## src/design/rhcm_pkg.sv

```systemverilog
// ----------------------------------------------------------------------------
// rhcm_pkg
// Shared types and constants of the RGB/HSL channel mixer.
// ----------------------------------------------------------------------------
package rhcm_pkg;

    localparam int COEF_W        = 16;
    localparam int COEF_REG_W    = 3 * COEF_W;
    localparam int CFG_INDEX_W   = 3;
    localparam int SAMPLE_W_DEF  = 18;
    localparam int ONE_Q14       = 16384;
    localparam int HSL_W         = 15;
    localparam int HSLRGB_W      = 19;

    typedef enum logic [CFG_INDEX_W-1:0] {
        CFG_HUE   = 3'd0,
        CFG_SAT   = 3'd1,
        CFG_LIGHT = 3'd2,
        CFG_RED   = 3'd3,
        CFG_GREEN = 3'd4,
        CFG_BLUE  = 3'd5,
        CFG_GRAY  = 3'd6
    } rhcm_cfg_index_t;

    localparam logic [COEF_REG_W-1:0] RED_RESET   = 48'h0000_0000_1000;
    localparam logic [COEF_REG_W-1:0] GREEN_RESET = 48'h0000_1000_0000;
    localparam logic [COEF_REG_W-1:0] BLUE_RESET  = 48'h1000_0000_0000;

    // Segment of the hue circle that one output channel falls in.
    typedef enum logic [1:0] {
        SEG_RISE,
        SEG_FLAT,
        SEG_FALL,
        SEG_LOW
    } rhcm_seg_t;

endpackage

```

## src/design/rhcm_row_mix.sv

```systemverilog
// ----------------------------------------------------------------------------
// rhcm_row_mix
// One weighted sum of three samples: products, then sum with rounding.
// ----------------------------------------------------------------------------
module rhcm_row_mix
    import rhcm_pkg::*;
#(
    parameter int SRC_W = SAMPLE_W_DEF
) (
    input  logic                    aclk,
    input  logic                    ce,
    input  logic [COEF_REG_W-1:0]   weights,
    input  logic signed [SRC_W-1:0] src0,
    input  logic signed [SRC_W-1:0] src1,
    input  logic signed [SRC_W-1:0] src2,
    output logic signed [SRC_W+5:0] mix_reg
);

    localparam int PROD_W = SRC_W + COEF_W;
    localparam int ACC_W  = PROD_W + 2;

    logic signed [COEF_W-1:0] w0, w1, w2;
    logic signed [PROD_W-1:0] p0_reg, p1_reg, p2_reg;
    logic signed [PROD_W-1:0] p0_next, p1_next, p2_next;
    logic signed [ACC_W-1:0]  acc;
    logic signed [SRC_W+5:0]  mix_next;

    assign w0 = signed'(weights[0*COEF_W +: COEF_W]);
    assign w1 = signed'(weights[1*COEF_W +: COEF_W]);
    assign w2 = signed'(weights[2*COEF_W +: COEF_W]);

    assign p0_next = w0 * src0;
    assign p1_next = w1 * src1;
    assign p2_next = w2 * src2;

    // Round half up to Q.14 by adding half an LSB and dropping twelve bits.
    assign acc = ACC_W'(p0_reg) + ACC_W'(p1_reg) + ACC_W'(p2_reg)
               + ACC_W'(signed'(32'sd2048));
    assign mix_next = acc[ACC_W-1:12];

    always_ff @(posedge aclk) begin
        if (ce) begin
            p0_reg  <= p0_next;
            p1_reg  <= p1_next;
            p2_reg  <= p2_next;
            mix_reg <= mix_next;
        end
    end

endmodule

```

## config.mk

```make
export PLATFORM = sky130hd
export DESIGN_NAME = rhcm_row_mix
export DESIGN_NICKNAME = d
export VERILOG_FILES = /design/src/design/rhcm_pkg.sv /design/src/design/rhcm_row_mix.sv
export SDC_FILE = /design/constraint.sdc
export NUM_CORES = 2
export LEC_CHECK = 0
export BUFFER_PORTS_ARGS = -buffer_cell sky130_fd_sc_hd__buf_2
export CAP_MARGIN = 30
export CORE_MARGIN = 2
export CORE_UTILIZATION = 45
export DETAILED_ROUTE_END_ITERATION = 7
export PLACE_DENSITY = 0.61
export SLEW_MARGIN = 5
export SYNTH_ARGS = -nofsm -noshare
export SYNTH_HDL_FRONTEND = slang
export SYNTH_SLANG_ARGS = --single-unit
```

## constraint.sdc

```tcl
create_clock -name aclk -period 7.13 [get_ports aclk]
set_input_delay 0 -clock aclk [delete_from_list [all_inputs] [get_ports aclk]]
set_output_delay 0 -clock aclk [all_outputs]
set_load 0.02 [all_outputs]
```

# Word level (Yosys, flattened, before mapping)
# Index checks and enable logic that the tools add are counted.
dict set report totals {
  output_inout_bits 24
  in_bits 104
  elab_cells 10
  regBits 126
}
dict set report classes {
  add_sub_neg 3
  mul 3
}
# op count
set ops {}
lappend ops {{$mul A16 B18 Y34} 3}
lappend ops {{$add A35 B34 Y36} 1}
lappend ops {{$add A36 B13 Y36 const B} 1}
lappend ops {{$add A34 B34 Y35} 1}

# Logic depth before layout (Yosys ltp)
dict set report logic_depth {
  depth_word 3
  depth_mapped 25
  depth_no_buf 22
}

# Worst setup path before layout
# OpenSTA, ideal clock, no wires.
dict set report synth_path {
  kind {input to register}
  startpoint {input port weights[23]}
  endpoint {register p1_reg[32] (data pin)}
  t_arrival_ns 5.739
  required_ns 6.868
  setup_time_ns 0.262
  cell_stages 23
  slack_ns 1.128
  path_buffers 2
  path_cell_list {clkbuf_1 -> clkbuf_1 -> nand2_1 -> fa_1 -> inv_1 -> fa_1 -> inv_1 -> fa_1 -> inv_1 -> fa_1 -> fa_1 -> inv_1 -> fa_1 -> inv_1 -> ha_1 -> a21o_1 -> a221o_1 -> a311o_1 -> a41oi_2 -> o21ai_2 -> a311oi_1 -> o21bai_1 -> xor2_1}
}
dict set report synth_between {
  elab_chain_len 1
}
# element line
set synth_lines {}
lappend synth_lines {{start, declared} rhcm_row_mix.sv:12} ;# input logic [COEF_REG_W-1:0] weights,
lappend synth_lines {{$mul A16 B18 Y34} rhcm_row_mix.sv:33} ;# assign p1_next = w1 * src1;
lappend synth_lines {{via p1_next[32]} rhcm_row_mix.sv:24} ;# logic signed [PROD_W-1:0] p0_next, p1_next, p2_next;
lappend synth_lines {{end signal, assigned} rhcm_row_mix.sv:44} ;# p1_reg <= p1_next;
lappend synth_lines {{end, declared} rhcm_row_mix.sv:23} ;# logic signed [PROD_W-1:0] p0_reg, p1_reg, p2_reg;
# The timed path passes the listed nets, and every way through them passes these cells.
# A chain may end at the register's enable or synchronous reset.

# Worst setup path in the final report
# Ends and elaborated chain as after synthesis.

==> metrics.md <==
| Metric | Value |
|---|---|
| RePlAce Congestion | `about 0.89` |
| Top FF cell, synth | `edfxtp_1` |
| Post-synthesis compound-gate area fraction | `5.173%` |
| Yosys warnings | `0` |
| Ports | `128` |
| CTS Hold Buffers Added | `0` |
| Main combinational cell family by area after synthesis | `adder cells` |
| Final wirelength | `88,200 microns` |
| Residual DRC | `0` |
| Setup crit start kind | `input port` |
| Clock transition at path regs | `roughly 0.060 ns` |
| Met2 WL | `41,730 microns` |
| Layout cells sized above 1 | `4.943%` |
| Tot GR Track Use | `21.60%` |
| CTS tree | `yes` |
| Filler Cells Inserted | `8,092` |
| Area growth from synthesis to layout | `5.781%` |
| Mux contribution to synthesized area | `0.05202%` |
| Xor and xnor fraction of the mapped netlist area | `between 2 and 3%` |
| Top Metal Used | `met5` |
| Initial DRT Pass Iterations | `6` |
| Setup TNS Final | `0 ns` |
| Ant. Diodes | `0` |
| Input/output buffers | `127` |
| Setup CP Type | `in2reg` |
| Top-area cell type share of the netlist area | `46.98%` |
| Count of different cell masters after synthesis | `69` |
| Area contributors post-synth | `fa_1 47%, ha_1 11%, edfxtp_1 9.8%, inv_1 9.6%, and2_1 6.7%` |
| Clk buf depth | `2` |
| CP arrival | `6.04 ns` |
| Wire length on met1 | `slightly below 40,000 microns` |
| Clock latency on the worst-skew pair | `between 0.4 and 0.5 ns` |
| DP Worst Slack | `0.8092 ns` |
| Setup-failing EPs final | `0` |
| Final ANT Viol Nets | `0` |
| Synthesized area per cell | `between 9 and 10 sq um` |
| Number of CTS-inserted buffers | `17` |
| Final period util | `about 82%` |
| Min-delay worst type | `in2reg` |
| Final min period | `slightly below 6 ns` |
| Drt initial violations | `roughly 1.4k` |
| Final Hold Fails | `0` |
| Die area | `0.08787 sq mm` |
| Max-Slew Margin vs Limit | `44.67%` |
| Status | `finished clean` |
| CP max-delay cell | `fa_1` |
| Max H-tree Level | `4` |
| Critical Path Fanout Max | `18` |
| WL/cell | `about 17 microns` |
| Root Driver | `clkbuf_16` |
| Post-CTS sizing | `0` |
| RSZ-0062 raised after global routing | `false` |
| Initial Util | `45.27%` |
| Sequential area share after synthesis | `9.832%` |
| TritonCTS Sinks | `about 130` |
| Fin worst setup slack | `1.269 ns` |
| DR vias/cell | `approximately 5.0` |
| Post-Syn Area | `between 0.03 and 0.04 sq mm` |
| # rows | `107` |
| Post-detail-place hpwl | `between 70,000 and 80,000 microns` |
| Die Y | `296.4 microns` |
| Post-CTS Repair Setup Buffers | `0` |
| Grt ovf | `0` |
| Vias | `25.66k` |
| Fin nets | `between 5k and 6k` |
| Synth Area in Simple Gates | `13.60%` |
| CORE AREA | `about 0.085 sq mm` |
| Yosys top cell by area | `fa_1` |
| Post-Synthesis Cells | `3,928` |
| First-pass GRT wire length | `148,100 microns` |
| Post-synthesis adder-cell area fraction | `a little under three fifths` |
| Endpoint type of the worst setup path | `register` |
| Vias in the first global route | `27.74k` |
| F_max | `about 170 MHz` |
| Chip width | `296.4 microns` |
| Pins over their slew limit | `0` |
| CP peak stage delay | `0.56 ns` |
| Most frequent CP cell | `fa_1` |
| CP Data Required Time | `7.31 ns` |
| Layout Skew | `0.01246 ns` |
| Seq cells post-synth | `126` |
| Largest net degree at the start of global routing | `68` |
| CP cell instances | `buf_2, nand2_1, fa_1, inv_1, fa_1, inv_1, fa_1, inv_1, fa_1, fa_1, inv_1, fa_1, inv_1, ha_1, and3_1, a221o_1, a311o_1, a41oi_2, o21ai_2, a311oi_1, o21bai_1, xor2_1` |
| Syn nets | `5,259` |
| Slew @ Worst Pin | `~0.83 ns` |
| Wire length on met3 | `4625 microns` |
| Asr flop ratio synth | `0%` |
| Max-Cap Viols | `0` |
| Initial antenna violation count | `0` |
| Post-synth EDFFs | `between 100 and 150` |
-- critical path, delay by kind of cell --
kind / cells / cell delay [ns]
adders and majority gates: 7 / 3.35
AOI/OAI and AO/OA: 6 / 1.56
buffers and inverters: 6 / 0.59
and+or+nand+nor: 2 / 0.38
xor gates and xnor gates: 1 / 0.15
-- synth_stat cells (3+ instances only) --
master and count:
inv_1 989, fa_1 903, nand2_1 429, and2_1 414
ha_1 324, edfxtp_1 126, clkbuf_1 120, xnor2_1 92
nor2_1 88, a21oi_1 73, a21o_1 51, xor2_1 39
o21ai_0 33, nand2b_1 27, nand3_1 20, o21bai_1 16
a211oi_1 14, and3_1 12, a31oi_1 11, o21a_1 11
o21ai_1 11, nor3_1 8, nor2b_1 7, a31o_2 6
nand4_1 6, o211ai_1 6, a21oi_2 5, nand3b_1 5
o21ai_2 5, or2_2 5, or3_1 5, a311o_1 4
a31o_1 4, o211a_1 4, o31ai_1 4, buf_1 3
nand4b_1 3, or4_1 3
-- placed cells by master, fill, tap and decap left out, types with 14 or more instances in the layout --
cell type | netlist | final
edfxtp_1 | 126 | 126
nand3_1 | 20 | 20
nor2_1 | 88 | 88
ha_1 | 324 | 324
clkbuf_16 | 0 | 17
xor2_1 | 39 | 39
inv_1 | 989 | 989
xnor2_1 | 92 | 92
o21bai_1 | 16 | 16
a211oi_1 | 14 | 14
and2_1 | 414 | 414
nand2b_1 | 27 | 27
a21o_1 | 51 | 51
fa_1 | 903 | 903
buf_2 | 0 | 126
a21oi_1 | 73 | 73
nand2_1 | 429 | 429
o21ai_0 | 33 | 33
-- area by class of cell --
type,count,area (sq um),area share [%]
clock inverter,13,165.2,0.4057
timing repair buffer,130,664.4,1.632
clock buffer,17,425.4,1.045
multi-input combinational,2690,30520,74.99
inverter,989,3712,9.120
tap,1144,1431,3.516
sequential,126,3784,9.295
-- per-stage QoR --
| stage | instance area [sq um] | instances | hold slack, ns | util (%) |
|---|---|---|---|---|
| detailed placement | 40120 | 5079 | 0.4427 | 47.19 |
| global route | 40710 | 5109 | 0.07289 | 47.88 |
| finish | 40710 | 5109 | 0.06369 | 47.88 |
| global placement | 40120 | 5079 | 0.4437 | 47.19 |
| CTS | 40710 | 5109 | 0.06885 | 47.88 |
| floorplan | 38480 | 3928 | 0.1125 | - |
-- metal layers --
layer	up-vias	track usage (%)
li1	11711	-
met1	13201	30.69
met2	637	35.31
met3	104	2.555
met4	2	5.420
met5	-	0.3880
-- cell families after synthesis --
kind of cell	after synthesis
buf+inv	1112
fa+ha+maj	1227
xor+xnor	131
simple gates	1042
flops	126
compound gates	288
mux	2
-- final timing paths --
kind | start | endpoint | slack (ns) | cells past startpoint
setup / recovery | weights[23] | p1_reg[32]$_DFFE_PP_ | 1.27 | 22
hold / removal | ce | mix_reg[8]$_DFFE_PP_ | 0.06 | 1
setup reg to reg | p0_reg[5]$_DFFE_PP_ | mix_reg[10]$_DFFE_PP_ | 3.33 | 12
hold reg to reg | p2_reg[33]$_DFFE_PP_ | mix_reg[23]$_DFFE_PP_ | 1.01 | 4
Power is not shown: default switching activity piles up to over one toggle a cycle in this logic, so the estimate is an artifact.
