### config.mk
export PLATFORM = sky130hd
export DESIGN_NAME = rhcm_hsl2rgb
export DESIGN_NICKNAME = d
export VERILOG_FILES = /design/src/design/rhcm_pkg.sv /design/src/design/rhcm_hsl2rgb.sv
export SDC_FILE = /design/constraint.sdc
export NUM_CORES = 2
export LEC_CHECK = 0
export BUFFER_PORTS_ARGS = -buffer_cell sky130_fd_sc_hd__buf_4
export CAP_MARGIN = 20
export CORE_MARGIN = 4
export CORE_UTILIZATION = 40
export DETAILED_ROUTE_END_ITERATION = 12
export PLACE_DENSITY_LB_ADDON = 0.25
export SLEW_MARGIN = 0
export SYNTH_ARGS = -nofsm -noshare
export SYNTH_HDL_FRONTEND = slang
export SYNTH_SLANG_ARGS = --single-unit
### constraint.sdc
create_clock -name aclk -period 15.83 [get_ports aclk]
set_clock_uncertainty 0.15 [all_clocks]
set_input_delay 2.3745 -clock aclk [delete_from_list [all_inputs] [get_ports aclk]]
set_output_delay 2.3745 -clock aclk [all_outputs]
set_load 0.01 [all_outputs]
### src/design/rhcm_pkg.sv
// ----------------------------------------------------------------------------
// rhcm_pkg
// Shared types and constants of the RGB/HSL channel mixer.
// ----------------------------------------------------------------------------
package rhcm_pkg;

    localparam int COEF_W        = 16;
    localparam int COEF_REG_W    = 3 * COEF_W;
    localparam int CFG_INDEX_W   = 3;
    localparam int SAMPLE_W_DEF  = 18;
    localparam int ONE_Q14       = 16384;
    localparam int HSL_W         = 15;
    localparam int HSLRGB_W      = 19;

    typedef enum logic [CFG_INDEX_W-1:0] {
        CFG_HUE   = 3'd0,
        CFG_SAT   = 3'd1,
        CFG_LIGHT = 3'd2,
        CFG_RED   = 3'd3,
        CFG_GREEN = 3'd4,
        CFG_BLUE  = 3'd5,
        CFG_GRAY  = 3'd6
    } rhcm_cfg_index_t;

    localparam logic [COEF_REG_W-1:0] RED_RESET   = 48'h0000_0000_1000;
    localparam logic [COEF_REG_W-1:0] GREEN_RESET = 48'h0000_1000_0000;
    localparam logic [COEF_REG_W-1:0] BLUE_RESET  = 48'h1000_0000_0000;

    // Segment of the hue circle that one output channel falls in.
    typedef enum logic [1:0] {
        SEG_RISE,
        SEG_FLAT,
        SEG_FALL,
        SEG_LOW
    } rhcm_seg_t;

endpackage

### src/design/rhcm_hsl2rgb.sv
// ----------------------------------------------------------------------------
// rhcm_hsl2rgb
// Four-stage HSL to RGB conversion on clipped Q.14 values.
// ----------------------------------------------------------------------------
module rhcm_hsl2rgb
    import rhcm_pkg::*;
(
    input  logic                       aclk,
    input  logic                       ce,
    input  logic [HSL_W-1:0]           hue,
    input  logic [HSL_W-1:0]           sat,
    input  logic [HSL_W-1:0]           light,
    output logic signed [HSLRGB_W-1:0] rgb_reg [3]
);

    localparam logic signed [HSLRGB_W-1:0] ONE_S  = HSLRGB_W'(ONE_Q14);
    localparam logic signed [HSLRGB_W-1:0] SIX_S  = HSLRGB_W'(6 * ONE_Q14);

    // Stage 1: l*s
    logic [HSL_W-1:0] h1_reg, s1_reg, l1_reg, ls1_reg, ls1_next;

    // Stage 2: m1, m2 and the segment of each channel
    logic signed [HSLRGB_W-1:0] m1_2_reg, m2_2_reg, m1_2_next, m2_2_next;
    logic [15:0]                d2_reg, d2_next;
    rhcm_seg_t                  seg2_reg [3];
    rhcm_seg_t                  seg2_next [3];
    logic [HSL_W-1:0]           f2_reg [3];
    logic [HSL_W-1:0]           f2_next [3];
    logic signed [HSLRGB_W-1:0] h6;
    logic signed [HSLRGB_W-1:0] hx [3];
    logic signed [HSLRGB_W-1:0] off [3];

    // Stage 3: ramp products
    logic signed [HSLRGB_W-1:0] m1_3_reg, m2_3_reg;
    rhcm_seg_t                  seg3_reg [3];
    logic [16:0]                r3_reg [3];
    logic [16:0]                r3_next [3];
    logic [31:0]                r_full [3];

    logic signed [HSLRGB_W-1:0] rgb_next [3];

    always_comb begin
        ls1_next = HSL_W'((31'(light) * 31'(sat) + 31'd8192) >> 14);
    end

    always_comb begin
        logic signed [HSLRGB_W-1:0] ls, l, s;
        ls = HSLRGB_W'(ls1_reg);
        l  = HSLRGB_W'(l1_reg);
        s  = HSLRGB_W'(s1_reg);
        if (l1_reg < HSL_W'(ONE_Q14 / 2)) begin
            m2_2_next = l + ls;
        end else begin
            m2_2_next = l + s - ls;
        end
        m1_2_next = (l <<< 1) - m2_2_next;
        d2_next   = 16'(m2_2_next - m1_2_next);
        h6        = HSLRGB_W'(h1_reg) * HSLRGB_W'(6);
        off[0]    = HSLRGB_W'(2 * ONE_Q14);
        off[1]    = '0;
        off[2]    = -HSLRGB_W'(2 * ONE_Q14);
        for (int c = 0; c < 3; c++) begin
            hx[c] = h6 + off[c];
            if (hx[c] < 0) begin
                hx[c] = hx[c] + SIX_S;
            end else if (hx[c] > SIX_S) begin
                hx[c] = hx[c] - SIX_S;
            end
            f2_next[c] = '0;
            priority if (hx[c] < ONE_S) begin
                seg2_next[c] = SEG_RISE;
                f2_next[c]   = HSL_W'(hx[c]);
            end else if (hx[c] < 3 * ONE_S) begin
                seg2_next[c] = SEG_FLAT;
            end else if (hx[c] < 4 * ONE_S) begin
                seg2_next[c] = SEG_FALL;
                f2_next[c]   = HSL_W'(4 * ONE_S - hx[c]);
            end else begin
                seg2_next[c] = SEG_LOW;
            end
        end
    end

    always_comb begin
        for (int c = 0; c < 3; c++) begin
            r_full[c]  = 32'(d2_reg) * 32'(f2_reg[c]) + 32'd8192;
            r3_next[c] = r_full[c][30:14];
        end
    end

    always_comb begin
        for (int c = 0; c < 3; c++) begin
            unique case (seg3_reg[c])
                SEG_RISE, SEG_FALL: rgb_next[c] = m1_3_reg + HSLRGB_W'(r3_reg[c]);
                SEG_FLAT:           rgb_next[c] = m2_3_reg;
                default:            rgb_next[c] = m1_3_reg;
            endcase
        end
    end

    always_ff @(posedge aclk) begin
        if (ce) begin
            h1_reg   <= hue;
            s1_reg   <= sat;
            l1_reg   <= light;
            ls1_reg  <= ls1_next;
            m1_2_reg <= m1_2_next;
            m2_2_reg <= m2_2_next;
            d2_reg   <= d2_next;
            m1_3_reg <= m1_2_reg;
            m2_3_reg <= m2_2_reg;
            for (int c = 0; c < 3; c++) begin
                seg2_reg[c] <= seg2_next[c];
                f2_reg[c]   <= f2_next[c];
                seg3_reg[c] <= seg2_reg[c];
                r3_reg[c]   <= r3_next[c];
                rgb_reg[c]  <= rgb_next[c];
            end
        end
    end

endmodule

==> Yosys cells after proc, flatten, opt, wreduce, memory -nomap -nowiden <==
Memory sizes are Yosys's and may differ from the RTL's.
Index checks and enable logic that the tools add are counted.
Widths: inputs -> output; s select.
{ "totals": {"inputBits": 47, "mem_bits_rw": 108, "elab_cells": 102, "memories": 4, "regBits": 209} }
{ "memory_table": {"columns": ["name", "depth", "word_bits", "read_ports", "rd_clocked_by_memory_dff", "wr", "line", "text"], "rows": [
  ["r3_reg", 3, 17, 3, 0, 3, "rhcm_hsl2rgb.sv:36", "logic [16:0] r3_reg [3];"],
  ["f2_reg", 3, 15, 3, 0, 3, "rhcm_hsl2rgb.sv:27", "logic [HSL_W-1:0] f2_reg [3];"],
  ["seg2_reg", 3, 2, 3, 0, 3, "rhcm_hsl2rgb.sv:25", "rhcm_seg_t seg2_reg [3];"],
  ["seg3_reg", 3, 2, 3, 0, 3, "rhcm_hsl2rgb.sv:35", "rhcm_seg_t seg3_reg [3];"]
]} }
{ "op_classes": {"reduce_logical": 6, "n_mul": 5, "eq_ne": 6, "n_lt_le_gt_ge": 16, "muxes": 30, "add_sub_neg": 23} }
{ "ops": {"columns": ["operator", "n"], "rows": [
  ["$mux 15", 9],
  ["$mux 19", 7],
  ["$pmux 19 s2", 3],
  ["$add 31x14->31 const B", 3],
  ["$mul 16x15->31", 3],
  ["$add 19x17->19", 3],
  ["$lt 19x16->1 const B", 3],
  ["$lt 19x17->1 const B", 3],
  ["$lt 19x18->1 const B", 3],
  ["$sub 1x15->15 const A", 3],
  ["$add 19x18->19 const B", 2],
  ["$gt 19x18->1 const B", 2],
  ["$lt 19x1->1 const B", 2],
  ["$sub 19x18->19 const B", 2],
  ["$add 15x15->16", 2],
  ["$add 29x14->29 const B", 1],
  ["$mul 15x15->29", 1],
  ["$add 18x16->19 const B", 1],
  ["$add 18x17->19 const B", 1],
  ["$add 19x16->19 const B", 1],
  ["$sub 17x19->19", 1],
  ["$sub 18x17->19 const B", 1],
  ["$gt 18x17->1 const B", 1],
  ["$lt 18x1->1 const B", 1],
  ["10 further kinds", 27]
]} }

==> Logic depth before layout (Yosys ltp) <==
{ "depth": {"ltp_word": 9, "depth_mapped": 28} }

==> Least setup slack after synthesis <==
Ideal clock, no wire load.
{ "synth_timing": {"path_kind": "in2reg", "start": "in light[10]", "end": "reg ls1_reg[14], data pin", "slack_ns": 6.944, "required_ns": 15.420, "n_path_buf": 1, "path_stages": 25, "arrival_ns": 8.476, "path_cell_list": "clkbuf_1 > nand2_1 > fa_1 > fa_1 > inv_1 > fa_1 > inv_1 > fa_1 > inv_1 > fa_1 > inv_1 > fa_1 > inv_1 > ha_1 > a21o_1 > a21o_1 > a211o_1 > a2111oi_0 > o221ai_1 > a31oi_1 > o21ai_0 > nor2_1 > nand2_1 > a31oi_1 > xnor2_1"} }
{ "synth_via": {"elab_chain_cells": 2} }
{ "synth_lines": {"columns": ["item", "line", "text"], "rows": [
  ["start, declared", "rhcm_hsl2rgb.sv:12", "input logic [HSL_W-1:0] light,"],
  ["$mul 15x15->29", "rhcm_hsl2rgb.sv:43", "ls1_next = HSL_W'((31'(light) * 31'(sat) + 31'd8192) >> 14);"],
  ["$add 29x14->29", "rhcm_hsl2rgb.sv:43", null],
  ["via ls1_next[14]", "rhcm_hsl2rgb.sv:20", "logic [HSL_W-1:0] h1_reg, s1_reg, l1_reg, ls1_reg, ls1_next;"],
  ["end signal, assigned", "rhcm_hsl2rgb.sv:106", "ls1_reg <= ls1_next;"],
  ["end, declared", "rhcm_hsl2rgb.sv:20", null]
]} }
The timed path passes the listed nets, and every way through them passes these cells.
A chain may end at the register's enable or synchronous reset.

==> Final worst setup path <==
{ "layout_timing": {"start": "in light[7]", "end": "reg ls1_reg[14], data pin"} }
The elaborated chain is that of the path after synthesis.

==> results by group <==
Logic synthesis
  – Synth cell types: 100
  – Synth Warn #: 0
  – Most used DFF post-synth: edfxtp_1
  – Asr flop ratio synth: 0%
  – Synthesis-stage register bit count: 307
  – Post-Synthesis Cells: 4,731
  – Number of synthesized flops with an enable pin: about 310
  – Synthesized area: 46,300 µm²
  – Seq/Total Area, Yosys: 19.9%
  – Syn_area_per_cell: 9.79 µm²

Floorplan
  – Core Area: roughly 110,000 µm²
  – Die X: between 300 and 400 µm
  – IO Pins: about 100
  – Die Area: 121,000 µm²
  – Cell Rows: 124
  – Die Height: 348 µm
  – Starting Density: 40.4%

Critical path
  – R2r setup slk: 8030 ps
  – Reg2reg start: d2_reg[9]
  – Req. time, crit path: 16,020 ps
  – Reg2reg end: r3_reg[0][50]
  – End of the critical path: ls1_reg[14]
  – Max Fanout on Critical Path: 16
  – CP Class: in2reg
  – Number of cells on the worst reg-to-reg path: 21
  – Critical path origin: light[7]
  – CP Launch Type: input pin
  – Crit. End Element: flip-flop
  – Arrival @ worst endpoint: 9040 ps

Route
  – Residual DRC count: 0
  – Post-route ant nets: 0
  – DR vias/cell: 5.09
  – Drt pass-1 iters: 5
  – WL final: 116,000 µm
  – Drt initial violations: 1,727
  – Vias post-DR: roughly 32,000
  – Post-DR wirelength/cell: 18.4 µm

Clocking
  – Hold Buf Count CTS: 0
  – Resized cells post-CTS: 0
  – CTS root buffer: clkbuf_16
  – CTS max path bufs: 3
  – # Post-CTS Setup Buffers: 0
  – Cts bufs inserted: 38
  – Clock-pin slew on the worst setup and hold paths: 60 ps
  – H-tree level count: 2
  – # clock sinks: 307
  – CTS tree: yes
  – Worst skew pair latency: around 600 ps

STA
  – Hold Vio Cnt, Final: 0
  – TNS Setup: 0 ps
  – RSZ-0062 raised after global routing: false
  – Worst-Margin Slew: 1130 ps
  – F_max: approximately 110 MHz
  – Relative slew margins: ~25%
  – Final setup violation count: 0
  – Max Slew Vio Count: 0
  – Final Cycle Share: 55.9%
  – Final worst path period need: 8850 ps

Placement
  – Area post-placement: 48,600 µm²
  – IO buf count: 103
  – Post-DP HPWL: between 90,000 and 100,000 µm
  – Gpl congestion: 0.856

Layout
  – Area Growth Syn to Fin: 7.70%
  – Post-layout net count: ~6,000
  – Max reg flops: 57
  – Share of cells above drive strength 1: 5.12%
  – Final Instance Area: about 50,000 µm²

GRT
  – First-pass GRT wire length: 186,000 µm
  – Overall global routing resource usage: 19.4%
  – GRT overflow: 0
  – Vias in the first global route: 33,304
  – Pin count of the biggest net entering global routing: 143
  – Initial antenna violation count: 2

Outcome
  – Outcome: complete, no violations

Job
  – MaxCap Viol Count: 0

Min path
  – Worst min-delay path category: reg2reg
==> critical path, cell delays in order <==
cell and delay (ps):
buf_4 190, and2_1 180, fa_1 530, inv_1 50, fa_1 470, inv_1 50
fa_1 490, inv_1 50, fa_1 530, inv_1 50, fa_1 480, inv_1 50
fa_1 470, inv_1 50, ha_1 170, a21o_1 150, a21o_1 170, a211o_1 300
a2111oi_0 730, o221ai_1 320, a31oi_1 370, o21ai_0 210, nor2_1 200, nand2_1 90
a31oi_1 200, xnor2_1 90
==> cell usage after synthesis, types with 49 or more instances <==
library cell | number | area share (%)
xnor2_1 | 110 | 2.1
nand2_1 | 489 | 4.0
fa_1 | 680 | 29
inv_1 | 863 | 7.0
nand3_1 | 50 | 0.54
clkbuf_1 | 153 | 1.2
edfxtp_1 | 307 | 20
xor2_1 | 63 | 1.2
and2_1 | 465 | 6.3
o21ai_0 | 139 | 1.5
a21oi_1 | 135 | 1.5
nor2_1 | 166 | 1.3
ha_1 | 554 | 15
nor3_1 | 49 | 0.53
==> final cells by class <==
cell class | count | area [µm²]
antenna | 2 | 5.00
clock buffer | 43 | 970
tap | 1512 | 1890
sequential | 307 | 9220
fill | 11019 | 64800
clock inverter | 25 | 312
timing repair buffer | 130 | 996
inverter | 864 | 3240
multi-input combinational | 3414 | 33200
==> per-stage QoR <==
stage / util, % / worst slack [ps] / hold WS, ps / instances
global route: 43.5 / 6540 / 265 / 6295
CTS: 43.5 / 6970 / 261 / 6295
global placement: 42.4 / 6400 / 251 / 6227
detailed placement: 42.4 / 6360 / 255 / 6227
floorplan: - / 6940 / 250 / 4756
finish: 43.5 / 6980 / 258 / 6297
==> layout by cell type (no fill, tap or decap), types with 19 or more instances in the layout <==
cell type | netlist | layout
a21oi_1 | 135 | 135
a211oi_1 | 24 | 24
ha_1 | 554 | 554
and3_1 | 33 | 33
a31oi_1 | 22 | 22
fa_1 | 680 | 680
conb_1 | 2 | 27
inv_1 | 863 | 863
o21ai_0 | 139 | 139
nor2_1 | 166 | 166
xor2_1 | 63 | 63
o21a_1 | 25 | 25
mux2i_1 | 45 | 45
nand2b_1 | 34 | 34
nand3_1 | 50 | 50
nor2b_1 | 19 | 19
or3_1 | 20 | 20
clkbuf_16 | 0 | 38
nand2_1 | 489 | 489
xnor2_1 | 110 | 110
edfxtp_1 | 307 | 307
nor3_1 | 49 | 49
buf_4 | 0 | 128
a21o_1 | 47 | 47
and2_1 | 465 | 465
o211ai_1 | 23 | 23
==> routing by layer <==
metal | wire length (µm) | part of all wire (%) | global-route usage [%] | vias to the layer above
li1 | - | - | - | 15150
met3 | 5620 | 4.9 | 2.34 | 119
met1 | 54300 | 47 | 27.7 | 16092
met4 | 2480 | 2.1 | 4.31 | 0
met5 | 0 | 0 | 0 | -
met2 | 53200 | 46 | 31.6 | 707
==> worst min-delay path by stage <==
stage	startpoint	endpoint	cells past startpoint
floorplan	m1_2_reg[0]	m1_3_reg[0]	0
global placement	m1_2_reg[16]	m1_3_reg[16]	0
detailed placement	m1_2_reg[18]	m1_3_reg[18]	0
CTS	m1_2_reg[7]	m1_3_reg[7]	0
global route	m1_2_reg[2]	m1_3_reg[2]	0
finish	m1_2_reg[7]	m1_3_reg[7]	0
==> logic make-up (layout without fill, tap and decap cells) <==
kind of cell	count (synthesis)	in the layout	share of synthesized area [%]
flops	307	307	19.9
mux	48	48	1.05
simple gates	1388	1388	15.1
fa+ha+maj	1237	1237	44.4
compound gates	539	539	7.59
xor+xnor	175	175	3.34
other cells	2	29	0.0162
buf+inv	1035	1062	8.52
Power is not shown: default switching activity piles up to over one toggle a cycle in this logic, so the estimate is an artifact.
